[src/sv/kld_pkg.sv]
// ----------------------------------------------------------------------------
// kld_pkg: shared types and constants of the keyed-list varint delta decoder
// Record kinds, record and push structs, count limits and the varint
// byte-placement helper.
// ----------------------------------------------------------------------------
package kld_pkg;

  localparam int COUNT_BITS       = 32;
  localparam int MAX_VARINT_BYTES = 10;
  localparam int VCNT_BITS        = 4;
  localparam int FIFO_DEPTH       = 4;
  localparam int FIFO_PTR_BITS    = $clog2(FIFO_DEPTH);
  localparam int FIFO_CNT_BITS    = $clog2(FIFO_DEPTH + 1);

  localparam logic [63:0] COUNT_MASK = ((64'd1 << (COUNT_BITS - 1)) << 1) - 64'd1;
  localparam logic [7:0]  VERSION_1  = 8'h01;
  localparam logic [7:0]  PAYLOAD_MASK = 8'h7F;
  localparam logic [7:0]  CONT_MASK    = 8'h80;

  typedef enum logic [2:0] {
    KIND_VALUE    = 3'd0,
    KIND_EMPTY    = 3'd1,
    KIND_DONE     = 3'd2,
    KIND_BAD_VER  = 3'd3,
    KIND_TRUNC    = 3'd4,
    KIND_OVERLONG = 3'd5
  } kind_t;

  typedef struct packed {
    logic [63:0] key;
    logic [63:0] value;
    kind_t       kind;
    logic        list_end;
  } rec_t;

  typedef struct packed {
    logic [1:0] n;
    rec_t       rec0;
    rec_t       rec1;
  } push_t;

  function automatic logic [63:0] place_bits(input logic [6:0] bits,
                                             input logic [VCNT_BITS-1:0] idx);
    logic [63:0] w;
    logic [63:0] r;
    w = {57'd0, bits};
    case (idx)
      4'd0:    r = w;
      4'd1:    r = w << 7;
      4'd2:    r = w << 14;
      4'd3:    r = w << 21;
      4'd4:    r = w << 28;
      4'd5:    r = w << 35;
      4'd6:    r = w << 42;
      4'd7:    r = w << 49;
      4'd8:    r = w << 56;
      4'd9:    r = w << 63;
      default: r = w;
    endcase
    return r;
  endfunction

  function automatic rec_t make_rec(input logic [63:0] key, input logic [63:0] value,
                                    input kind_t kind, input logic list_end);
    rec_t r;
    r.key      = key;
    r.value    = value;
    r.kind     = kind;
    r.list_end = list_end;
    return r;
  endfunction

endpackage

[src/sv/kld_step.sv]
// ----------------------------------------------------------------------------
// kld_step: input register and byte-at-a-time parse step
// Registers one byte, then decodes it against the parse state and pushes up
// to two records into the record queue.
// ----------------------------------------------------------------------------
module kld_step (
  input  logic             clk,
  input  logic             rst_n,
  input  logic             in_valid,
  output logic             in_stall,
  input  logic [7:0]       in_data_byte,
  input  logic             in_last_byte,
  input  logic             fifo_room,
  output kld_pkg::push_t   push
);
  import kld_pkg::*;

  typedef enum logic [2:0] {
    PH_VERSION = 3'd0,
    PH_COUNT   = 3'd1,
    PH_KEY     = 3'd2,
    PH_LEN     = 3'd3,
    PH_FIRST   = 3'd4,
    PH_DELTA   = 3'd5,
    PH_DONE    = 3'd6,
    PH_ERROR   = 3'd7
  } phase_t;

  logic                  full_r, full_nxt;
  logic [7:0]            byte_r;
  logic                  last_r;
  phase_t                phase_r, phase_nxt;
  logic [63:0]           accum_r, accum_nxt;
  logic [VCNT_BITS-1:0]  vcnt_r, vcnt_nxt;
  logic [COUNT_BITS-1:0] keys_r, keys_nxt;
  logic [COUNT_BITS-1:0] vals_r, vals_nxt;
  logic [63:0]           rkey_r, rkey_nxt;
  logic [63:0]           rval_r, rval_nxt;

  logic                  accept;
  logic                  advance;
  logic [63:0]           z;
  logic [63:0]           v;
  logic                  bad;
  logic [COUNT_BITS-1:0] keys_dec;
  logic [COUNT_BITS-1:0] vals_dec;
  logic [63:0]           val_new;
  logic [1:0]            n;
  rec_t                  r0, r1;

  assign advance  = full_r && fifo_room;
  assign in_stall = full_r && !fifo_room;
  assign accept   = in_valid && !in_stall;
  assign full_nxt = accept ? 1'b1 : (advance ? 1'b0 : full_r);

  assign z        = accum_r | place_bits(byte_r[6:0] & PAYLOAD_MASK[6:0], vcnt_r);
  assign v        = (z >> 1) ^ (64'd0 - {63'd0, z[0]});
  assign bad      = v[63] || ((v & ~COUNT_MASK) != 64'd0);
  assign keys_dec = keys_r - COUNT_BITS'(1);
  assign vals_dec = vals_r - COUNT_BITS'(1);
  assign val_new  = (phase_r == PH_FIRST) ? v : (rval_r + v);

  always_comb begin
    phase_nxt = phase_r;
    accum_nxt = accum_r;
    vcnt_nxt  = vcnt_r;
    keys_nxt  = keys_r;
    vals_nxt  = vals_r;
    rkey_nxt  = rkey_r;
    rval_nxt  = rval_r;
    n         = 2'd0;
    r0        = make_rec(64'd0, 64'd0, KIND_DONE, 1'b0);
    r1        = make_rec(64'd0, 64'd0, KIND_DONE, 1'b0);

    if (phase_r == PH_VERSION) begin
      if (byte_r != VERSION_1) begin
        r0        = make_rec(64'd0, 64'd0, KIND_BAD_VER, 1'b0);
        n         = 2'd1;
        phase_nxt = PH_ERROR;
      end else begin
        phase_nxt = PH_COUNT;
      end
    end else if (phase_r != PH_DONE && phase_r != PH_ERROR) begin
      accum_nxt = z;
      vcnt_nxt  = vcnt_r + VCNT_BITS'(1);
      if ((byte_r & CONT_MASK) != 8'd0) begin
        if (({1'b0, vcnt_r} + 5'd1) >= 5'(MAX_VARINT_BYTES)) begin
          r0        = make_rec(64'd0, 64'd0, KIND_OVERLONG, 1'b0);
          n         = 2'd1;
          phase_nxt = PH_ERROR;
        end
      end else begin
        accum_nxt = 64'd0;
        vcnt_nxt  = '0;
        case (phase_r)
          PH_COUNT: begin
            if (bad) begin
              r0        = make_rec(64'd0, 64'd0, KIND_OVERLONG, 1'b0);
              n         = 2'd1;
              phase_nxt = PH_ERROR;
            end else if (v == 64'd0) begin
              r0        = make_rec(64'd0, 64'd0, KIND_DONE, 1'b0);
              n         = 2'd1;
              phase_nxt = PH_DONE;
            end else begin
              keys_nxt  = v[COUNT_BITS-1:0];
              phase_nxt = PH_KEY;
            end
          end
          PH_KEY: begin
            rkey_nxt  = rkey_r + v;
            phase_nxt = PH_LEN;
          end
          PH_LEN: begin
            if (bad) begin
              r0        = make_rec(64'd0, 64'd0, KIND_OVERLONG, 1'b0);
              n         = 2'd1;
              phase_nxt = PH_ERROR;
            end else if (v == 64'd0) begin
              r0       = make_rec(rkey_r, 64'd0, KIND_EMPTY, 1'b0);
              n        = 2'd1;
              keys_nxt = keys_dec;
              if (keys_dec == '0) begin
                r1        = make_rec(64'd0, 64'd0, KIND_DONE, 1'b0);
                n         = 2'd2;
                phase_nxt = PH_DONE;
              end else begin
                phase_nxt = PH_KEY;
              end
            end else begin
              vals_nxt  = v[COUNT_BITS-1:0];
              phase_nxt = PH_FIRST;
            end
          end
          PH_FIRST, PH_DELTA: begin
            rval_nxt = val_new;
            vals_nxt = vals_dec;
            r0       = make_rec(rkey_r, val_new, KIND_VALUE, vals_dec == '0);
            n        = 2'd1;
            if (vals_dec == '0) begin
              keys_nxt = keys_dec;
              if (keys_dec == '0) begin
                r1        = make_rec(64'd0, 64'd0, KIND_DONE, 1'b0);
                n         = 2'd2;
                phase_nxt = PH_DONE;
              end else begin
                phase_nxt = PH_KEY;
              end
            end else begin
              phase_nxt = PH_DELTA;
            end
          end
          default: begin
            phase_nxt = phase_r;
          end
        endcase
      end
    end

    if (last_r) begin
      if (phase_nxt != PH_ERROR && phase_nxt != PH_DONE) begin
        if (n == 2'd0) begin
          r0 = make_rec(64'd0, 64'd0, KIND_TRUNC, 1'b0);
        end else begin
          r1 = make_rec(64'd0, 64'd0, KIND_TRUNC, 1'b0);
        end
        n = n + 2'd1;
      end
      phase_nxt = PH_VERSION;
      accum_nxt = 64'd0;
      vcnt_nxt  = '0;
      keys_nxt  = '0;
      vals_nxt  = '0;
      rkey_nxt  = 64'd0;
      rval_nxt  = 64'd0;
    end
  end

  always_comb begin
    push.n    = advance ? n : 2'd0;
    push.rec0 = r0;
    push.rec1 = r1;
  end

  always_ff @(posedge clk) begin
    if (accept) begin
      byte_r <= in_data_byte;
      last_r <= in_last_byte;
    end
    if (!rst_n) begin
      full_r  <= 1'b0;
      phase_r <= PH_VERSION;
      accum_r <= 64'd0;
      vcnt_r  <= '0;
      keys_r  <= '0;
      vals_r  <= '0;
      rkey_r  <= 64'd0;
      rval_r  <= 64'd0;
    end else begin
      full_r <= full_nxt;
      if (advance) begin
        phase_r <= phase_nxt;
        accum_r <= accum_nxt;
        vcnt_r  <= vcnt_nxt;
        keys_r  <= keys_nxt;
        vals_r  <= vals_nxt;
        rkey_r  <= rkey_nxt;
        rval_r  <= rval_nxt;
      end
    end
  end

endmodule

[src/sv/kld_rec_fifo.sv]
// ----------------------------------------------------------------------------
// kld_rec_fifo: record queue
// Takes up to two records per cycle from the parse step and hands out one
// record per output transaction.
// ----------------------------------------------------------------------------
module kld_rec_fifo (
  input  logic             clk,
  input  logic             rst_n,
  input  kld_pkg::push_t   push,
  output logic             fifo_room,
  output logic             out_valid,
  input  logic             out_stall,
  output kld_pkg::rec_t    head
);
  import kld_pkg::*;

  rec_t                     mem_r [FIFO_DEPTH];
  logic [FIFO_PTR_BITS-1:0] wr_r, wr_nxt;
  logic [FIFO_PTR_BITS-1:0] rd_r, rd_nxt;
  logic [FIFO_CNT_BITS-1:0] cnt_r, cnt_nxt;
  logic                     pop;
  logic [FIFO_PTR_BITS-1:0] wr_p1;

  assign out_valid = cnt_r != '0;
  assign pop       = out_valid && !out_stall;
  assign head      = mem_r[rd_r];
  assign fifo_room = cnt_r <= FIFO_CNT_BITS'(FIFO_DEPTH - 2);
  assign wr_p1     = wr_r + FIFO_PTR_BITS'(1);
  assign wr_nxt    = wr_r + FIFO_PTR_BITS'(push.n);
  assign rd_nxt    = pop ? (rd_r + FIFO_PTR_BITS'(1)) : rd_r;
  assign cnt_nxt   = cnt_r + FIFO_CNT_BITS'(push.n) - FIFO_CNT_BITS'(pop);

  always_ff @(posedge clk) begin
    if (push.n != 2'd0) begin
      mem_r[wr_r] <= push.rec0;
    end
    if (push.n == 2'd2) begin
      mem_r[wr_p1] <= push.rec1;
    end
    if (!rst_n) begin
      wr_r  <= '0;
      rd_r  <= '0;
      cnt_r <= '0;
    end else begin
      wr_r  <= wr_nxt;
      rd_r  <= rd_nxt;
      cnt_r <= cnt_nxt;
    end
  end

endmodule

[src/sv/keyed_list_varint_delta_decoder_top.sv]
// ----------------------------------------------------------------------------
// keyed_list_varint_delta_decoder_top: zigzag varint delta map decoder
// Path: input register, parse step, record queue; the queue head is the output.
// Throughput: one byte per cycle, set by the single parse step, while the queue
// has room; a byte that yields two records is absorbed by a four-entry queue.
// Reset: synchronous, active low; clears parse state, input register and queue.
// ----------------------------------------------------------------------------
module keyed_list_varint_delta_decoder_top (
  input  logic               clk,
  input  logic               rst_n,
  input  logic               in_valid,
  output logic               in_stall,
  input  logic [7:0]         in_data_byte,
  input  logic               in_last_byte,
  output logic               out_valid,
  input  logic               out_stall,
  output logic signed [63:0] out_entry_key,
  output logic signed [63:0] out_entry_value,
  output logic [2:0]         out_record_kind,
  output logic               out_list_end
);
  import kld_pkg::*;

  push_t push;
  rec_t  head;
  logic  fifo_room;

  kld_step u_step (
    .clk          (clk),
    .rst_n        (rst_n),
    .in_valid     (in_valid),
    .in_stall     (in_stall),
    .in_data_byte (in_data_byte),
    .in_last_byte (in_last_byte),
    .fifo_room    (fifo_room),
    .push         (push)
  );

  kld_rec_fifo u_fifo (
    .clk       (clk),
    .rst_n     (rst_n),
    .push      (push),
    .fifo_room (fifo_room),
    .out_valid (out_valid),
    .out_stall (out_stall),
    .head      (head)
  );

  assign out_entry_key   = head.key;
  assign out_entry_value = head.value;
  assign out_record_kind = head.kind;
  assign out_list_end    = head.list_end;

endmodule

[config.mk]
export PLATFORM = sky130hd
export DESIGN_NAME = keyed_list_varint_delta_decoder_top
export DESIGN_NICKNAME = d
export VERILOG_FILES = /design/src/sv/kld_pkg.sv /design/src/sv/kld_step.sv /design/src/sv/kld_rec_fifo.sv /design/src/sv/keyed_list_varint_delta_decoder_top.sv
export SDC_FILE = /design/constraint.sdc
export NUM_CORES = 2
export LEC_CHECK = 0
export ABC_AREA = 0
export BUFFER_PORTS_ARGS = -buffer_cell sky130_fd_sc_hd__buf_2
export CAP_MARGIN = 30
export CELL_PAD_IN_SITES_DETAIL_PLACEMENT = 0
export CELL_PAD_IN_SITES_GLOBAL_PLACEMENT = 2
export CORE_ASPECT_RATIO = 0.5
export CORE_UTILIZATION = 39
export DETAILED_ROUTE_END_ITERATION = 8
export GPL_ROUTABILITY_DRIVEN = 1
export PLACE_DENSITY = 0.78
export SYNTH_ARGS = -nofsm -noshare
export SYNTH_HDL_FRONTEND = slang
export SYNTH_HIERARCHICAL = 1
export SYNTH_SLANG_ARGS = --single-unit
[constraint.sdc]
create_clock -name clk -period 13.55 [get_ports clk]
set_input_delay 3.3875 -clock clk [delete_from_list [all_inputs] [get_ports clk]]
set_output_delay 3.3875 -clock clk [all_outputs]
set_load 0.01 [all_outputs]
After elaboration in Yosys (flattened, before gate mapping)
Memories as Yosys holds them, arrays and structs flattened. A register that Yosys moved wholly into a read port is not among the register bits.
Cells that the tools add are included.
{ "totals": {"in_bits": 13, "ramBits": 528, "wordCells": 175, "out_inout_bits": 134, "memories": 1, "ff_bits": 280} }
{ "mem_list": {"columns": ["memory", "words", "word_bits", "read_ports", "rd_ports_with_merged_regs", "write_ports", "line", "rtl"], "rows": [
  ["u_fifo.mem_r", 4, 132, 1, 1, 2, "kld_rec_fifo.sv:17", "rec_t mem_r [FIFO_DEPTH];"]
]} }
{ "classes": {"addsub": 13, "n_eq_ne": 28, "muxes": 86, "reduce_logical": 30, "magnitude_cmp": 2, "bitwise": 2} }
{ "ops": {"columns": ["cell", "count"], "rows": [
  ["two-way mux 132 bit", 10],
  ["two-way mux 64 bit", 15],
  ["case mux 64 bit (9 select lines)", 1],
  ["two-way mux 32 bit", 13],
  ["case mux 132 bit (3 select lines)", 1],
  ["adder 64 bit", 2],
  ["case mux 32 bit (3 select lines)", 1],
  ["zero test 32 bit", 2],
  ["zero test 64 bit", 1],
  ["OR 64 bit", 1],
  ["case mux 32 bit (2 select lines)", 1],
  ["nonzero test 64 bit", 1],
  ["subtractor 32 x 1 -> 32 bit, second input constant", 2],
  ["bitwise XOR 63 x 64 -> 64 bit", 1],
  ["two-way mux 3 bit", 12],
  ["two-way mux 2 bit", 14],
  ["two-way mux 4 bit", 7],
  ["== test 4 x 3 -> 1 bit, second input constant", 4],
  ["!= test 3 x 2 -> 1 bit, second input constant", 4],
  ["!= test 3 bit, second input constant", 4],
  ["case mux 3 bit (4 select lines)", 1],
  ["AND reduction 10 bit", 1],
  ["AND reduction 5 bit", 2],
  ["nonzero test 2 bit", 5],
  ["other kinds (32)", 55]
]} }

Longest topological paths before layout
{ "depth": {"word_depth": 20, "mapped_depth": 25, "mapped_depth_nobuf": 23} }

By module
The synthesis kept the hierarchy.
{ "modules_own_cells": {"columns": ["mod", "area_each_um2", "cells_per_inst", "n_inst", "seq_area_each_um2"], "rows": [
  ["kld_rec_fifo", 25801.0, 1331, 1, 16035.4],
  ["kld_step", 23933.0, 3267, 1, 5555.3]
]} }

Worst setup path before layout
No wires, ideal clock.
{ "synth_path": {"kind": "reg-to-reg", "startpoint": "register u_step.vcnt_r[1]", "endpoint": "memory u_fifo/mem_r[0][0] (netlist name), enable pin", "path_buffers": 3, "setup_slack_ns": -0.751, "stages_incl_launch_ff": 20, "t_required_ns": 12.733, "period_less_slack_ns": 14.301, "setup_ns": 0.817, "arrival_time_ns": 13.484, "path_cell_list": "dfxtp_1 -> inv_1 -> ha_1 -> clkbuf_1 -> o21bai_1 -> a22oi_1 -> clkbuf_1 -> or3_1 -> o311ai_0 -> o211ai_1 -> or4_1 -> clkbuf_1 -> nand3b_1 -> a21oi_1 -> o211ai_2 -> a21oi_1 -> xor2_1 -> nor2_1 -> nor2_1 -> o31ai_1"} }
{ "synth_rtl": {"columns": ["element", "line", "rtl"], "rows": [
  ["from (decl)", "kld_step.sv:34", "logic [VCNT_BITS-1:0] vcnt_r, vcnt_nxt;"],
  ["from (signal assigned)", "kld_step.sv:204", "vcnt_r <= vcnt_nxt;"],
  ["to (decl)", "kld_rec_fifo.sv:17", null]
]} }

==> flow_metrics.env <==
export IMPL_outcome="completed"
export IMPL_finalNonFillerCells=6376
export IMPL_critical_path_class="register to register"
export IMPL_htree_levels=3
export IMPL_num_rows=92
export IMPL_route_detailed_drc=0
export IMPL_final_cell_mix="537 x edfxtp_1, 449 x mux2_2, 396 x a21oi_1, 387 x nor2_1, 271 x dfxtp_1"
export IMPL_fin_setup_tns_ps=0
export IMPL_crit_family="buffers and inverters"
export IMPL_post_route_period_util_pct=63.17
export IMPL_final_hold_viol_count=0
export IMPL_drt_first_pass_iters=5
export IMPL_clk_latency_ps=710
export IMPL_wl_mm=157.3
export IMPL_final_seq_area_sq_mm=0.02160
export IMPL_grt_pass1_vias=36360
export IMPL_avgViaCountPerCell=5.817
export IMPL_final_util_pct=43.24
export IMPL_cp_num_buf_inv=5
export IMPL_ctsHoldBuffers=0
export IMPL_cts_resized=0
export IMPL_max_stage_delay_ps=1000
export IMPL_synth_cells=4598
export IMPL_syn_avg_cell_area_sq_um=10.82
export IMPL_syn_area_sq_mm=0.04973
export IMPL_required_ps=14120
export IMPL_dp_cells=6216
export IMPL_worstPathCellList="o21ai_0, a22oi_1, o21ai_4, buf_4, inv_2, xnor2_1, o2111ai_1, nor4_4, nand2_1, a31oi_1, o211ai_2, a21oi_1, xor2_1, nor2_1, nor2b_2, nand3_4, buf_4, buf_4, buf_4, mux2_2"
export IMPL_max_freq_mhz=116.8
export IMPL_path_clk_slew_ps=70
export IMPL_antenna_found_initial=8
export IMPL_die_y_um=254.5
export IMPL_ys_flop_type="edfxtp_1"
export IMPL_synth_edf_count=537
export IMPL_grt_pass1_wl_mm=233.7
export IMPL_grt_util_all_layers_pct=23.92
export IMPL_area_delta_synth_final_pct=9.791
export IMPL_drt_iter0_markers=3385
export IMPL_core_area_sq_mm=0.1263
export IMPL_path_max_fanout=47
export IMPL_finClkSkew_ps=47.16
export IMPL_ys_types=98
export IMPL_crit_path_end_kind="register"
export IMPL_seq_area_frac_synth_pct=43.41
export IMPL_numCtsBuffers=83
export IMPL_yosys_warnings=6
export IMPL_crit_top_cell="buf_4"
export IMPL_slew_headroom_pct=23.98
export IMPL_crit_slowest_cell="dfxtp_1"
export IMPL_ant_nets=0
export IMPL_worst_pin_slew_ps=1140
export IMPL_place_hpwl_mm=107.1
export IMPL_drive_above_1_share_pct=22.59
export IMPL_layout_nets=4782
export IMPL_grt_ovfl_total=0
export IMPL_dieArea_sq_mm=0.1290
export IMPL_maxCapViolations=0
export IMPL_ys_ff_latch=810
export IMPL_pwr_density_cell_mw_per_mm2=130.2
export IMPL_peakVddDrop_mv=0.08789
export IMPL_drv_slew=0
export IMPL_period_needed_ps=8560
export IMPL_clock_sinks=810
export IMPL_pin_count=147
export IMPL_multi_input_area_sq_mm=0.02616
export IMPL_arrival_ps=9130
export IMPL_rsz0062_at_grt="no"
export IMPL_wl_per_cell_um=24.67
export IMPL_final_fill_count=11880
export IMPL_power_leakage_nw=21.16
export IMPL_final_common_cell="edfxtp_1"
export IMPL_async_flop_share_pct=0
export IMPL_cts_tree="yes"
export IMPL_setup_violations=0
export IMPL_vias=37090
export IMPL_start_kind="register"
export IMPL_clockBufferDepth=3
export IMPL_min_path_type="register to register"
export IMPL_finalWeightedCongestion=0.9080
export IMPL_start_util_pct=39.39
export IMPL_cts_setup_buffers=0
export IMPL_fp_dieW_um=507.0
export IMPL_clockRootBuffer="clkbuf_16"
export IMPL_io_buffers=146
export IMPL_grt_max_degree=94
[cell usage after synthesis (all sizes together), types with 58 or more instances]
master	n	area [sq um]
xnor2	150	1314
a21o	80	600.6
clkbuf	200	750.7
o21ai	178	890.9
mux4	132	2973
xor2	58	508.0
nor3	95	521.8
dfxtp	273	5465
and2	89	556.8
nand3	59	295.3
nand4	63	400.4
buf	248	1669
nand2	250	938.4
inv	69	259.0
mux2	529	5957
a21oi	399	2004
ha	153	1914
edfxtp	537	16130
a22oi	70	525.5
nor2	392	1474
[where the power goes]
group / internal (mW) / switching, mW / leakage (nW)
sequential: 2.77 / 0.0757 / 7.51
combinational: 0.670 / 1.12 / 12.3
clock: 1.41 / 1.07 / 1.39
[cells by family after synthesis]
| kind of cell | Yosys count | share of synthesized area, % |
|---|---|---|
| compound gates | 1041 | 13.32 |
| xor+xnor | 208 | 3.663 |
| fa+ha+maj | 156 | 3.970 |
| buf+inv | 518 | 5.394 |
| flops | 810 | 43.41 |
| mux | 678 | 18.30 |
| other cells | 1 | 0.007540 |
| simple gates | 1186 | 11.93 |
[flip-flops by register name, summed over array words and instances (netlist names), named ones only]
signal / count
u_fifo/cnt_r: 3
u_fifo/mem_r: 528
u_fifo/rd_r: 2
u_fifo/wr_r: 2
u_step/accum_r: 64
u_step/byte_r: 8
u_step/full_r: 1
u_step/keys_r: 32
u_step/last_r: 1
u_step/phase_r: 3
u_step/rkey_r: 64
u_step/rval_r: 64
u_step/vals_r: 32
u_step/vcnt_r: 4
[routing by layer]
| layer | vias up | GRT usage (%) | part of all wire (%) |
|---|---|---|---|
| li1 | 17110 | - | - |
| met1 | 18790 | 35.41 | 49 |
| met2 | 1049 | 37.20 | 44 |
| met3 | 141 | 3.205 | 5.4 |
| met4 | 0 | 4.910 | 1.8 |
| met5 | - | 0 | 0 |
[metrics by stage]
stage | area, sq um | total power [mW] | hold WS [ps] | setup slack [ps]
6_report | 54600 | 7.112 | 470.0 | 4990
5_1_grt | 54600 | 7.407 | 493.1 | 4521
4_1_cts | 54540 | 7.166 | 473.4 | 4759
3_5_place_dp | 51680 | 4.685 | 461.1 | 4805
3_3_place_gp | 51580 | 4.676 | 450.6 | 4825
2_1_floorplan | 50220 | 4.099 | 436.2 | 3179
[worst paths after layout]
| path | start | end | slack (ps) | cells past startpoint |
|---|---|---|---|---|
| setup / recovery | u_step/vcnt_r[3]$_SDFFE_PN0P_ | u_fifo/mem_r[0][110]$_DFFE_PP_ | 4990 | 20 |
| hold / removal | u_fifo/rd_r[1]$_SDFFE_PN0P_ | register | 470 | 2 |
| setup reg to reg | u_step/vcnt_r[3]$_SDFFE_PN0P_ | u_fifo/mem_r[0][110]$_DFFE_PP_ | 4990 | 20 |
| hold reg to reg | u_fifo/rd_r[1]$_SDFFE_PN0P_ | register | 470 | 2 |
[worst register-to-register path, stage by stage, from the launching register on]
cell	delay (ps)
dfxtp_1	1000
o21ai_0	340
a22oi_1	970
o21ai_4	60
buf_4	330
inv_2	500
xnor2_1	240
o2111ai_1	320
nor4_4	430
nand2_1	110
a31oi_1	270
o211ai_2	180
a21oi_1	290
xor2_1	100
nor2_1	410
nor2b_2	150
nand3_4	130
buf_4	680
buf_4	780
buf_4	760
mux2_2	370
[area by class of cell]
| class | instances | area share, % |
|---|---|---|
| Clock inverter | 45 | 1.088 |
| Clock buffer | 110 | 4.154 |
| Timing Repair Buffer | 249 | 2.922 |
| Tap cell | 1692 | 3.877 |
| Sequential cell | 810 | 39.55 |
| Multi-Input combinational cell | 3399 | 47.91 |
| Inverter | 70 | 0.4904 |
| Antenna cell | 1 | 0.004583 |
Note: power is estimated with default switching activity, not from simulation.
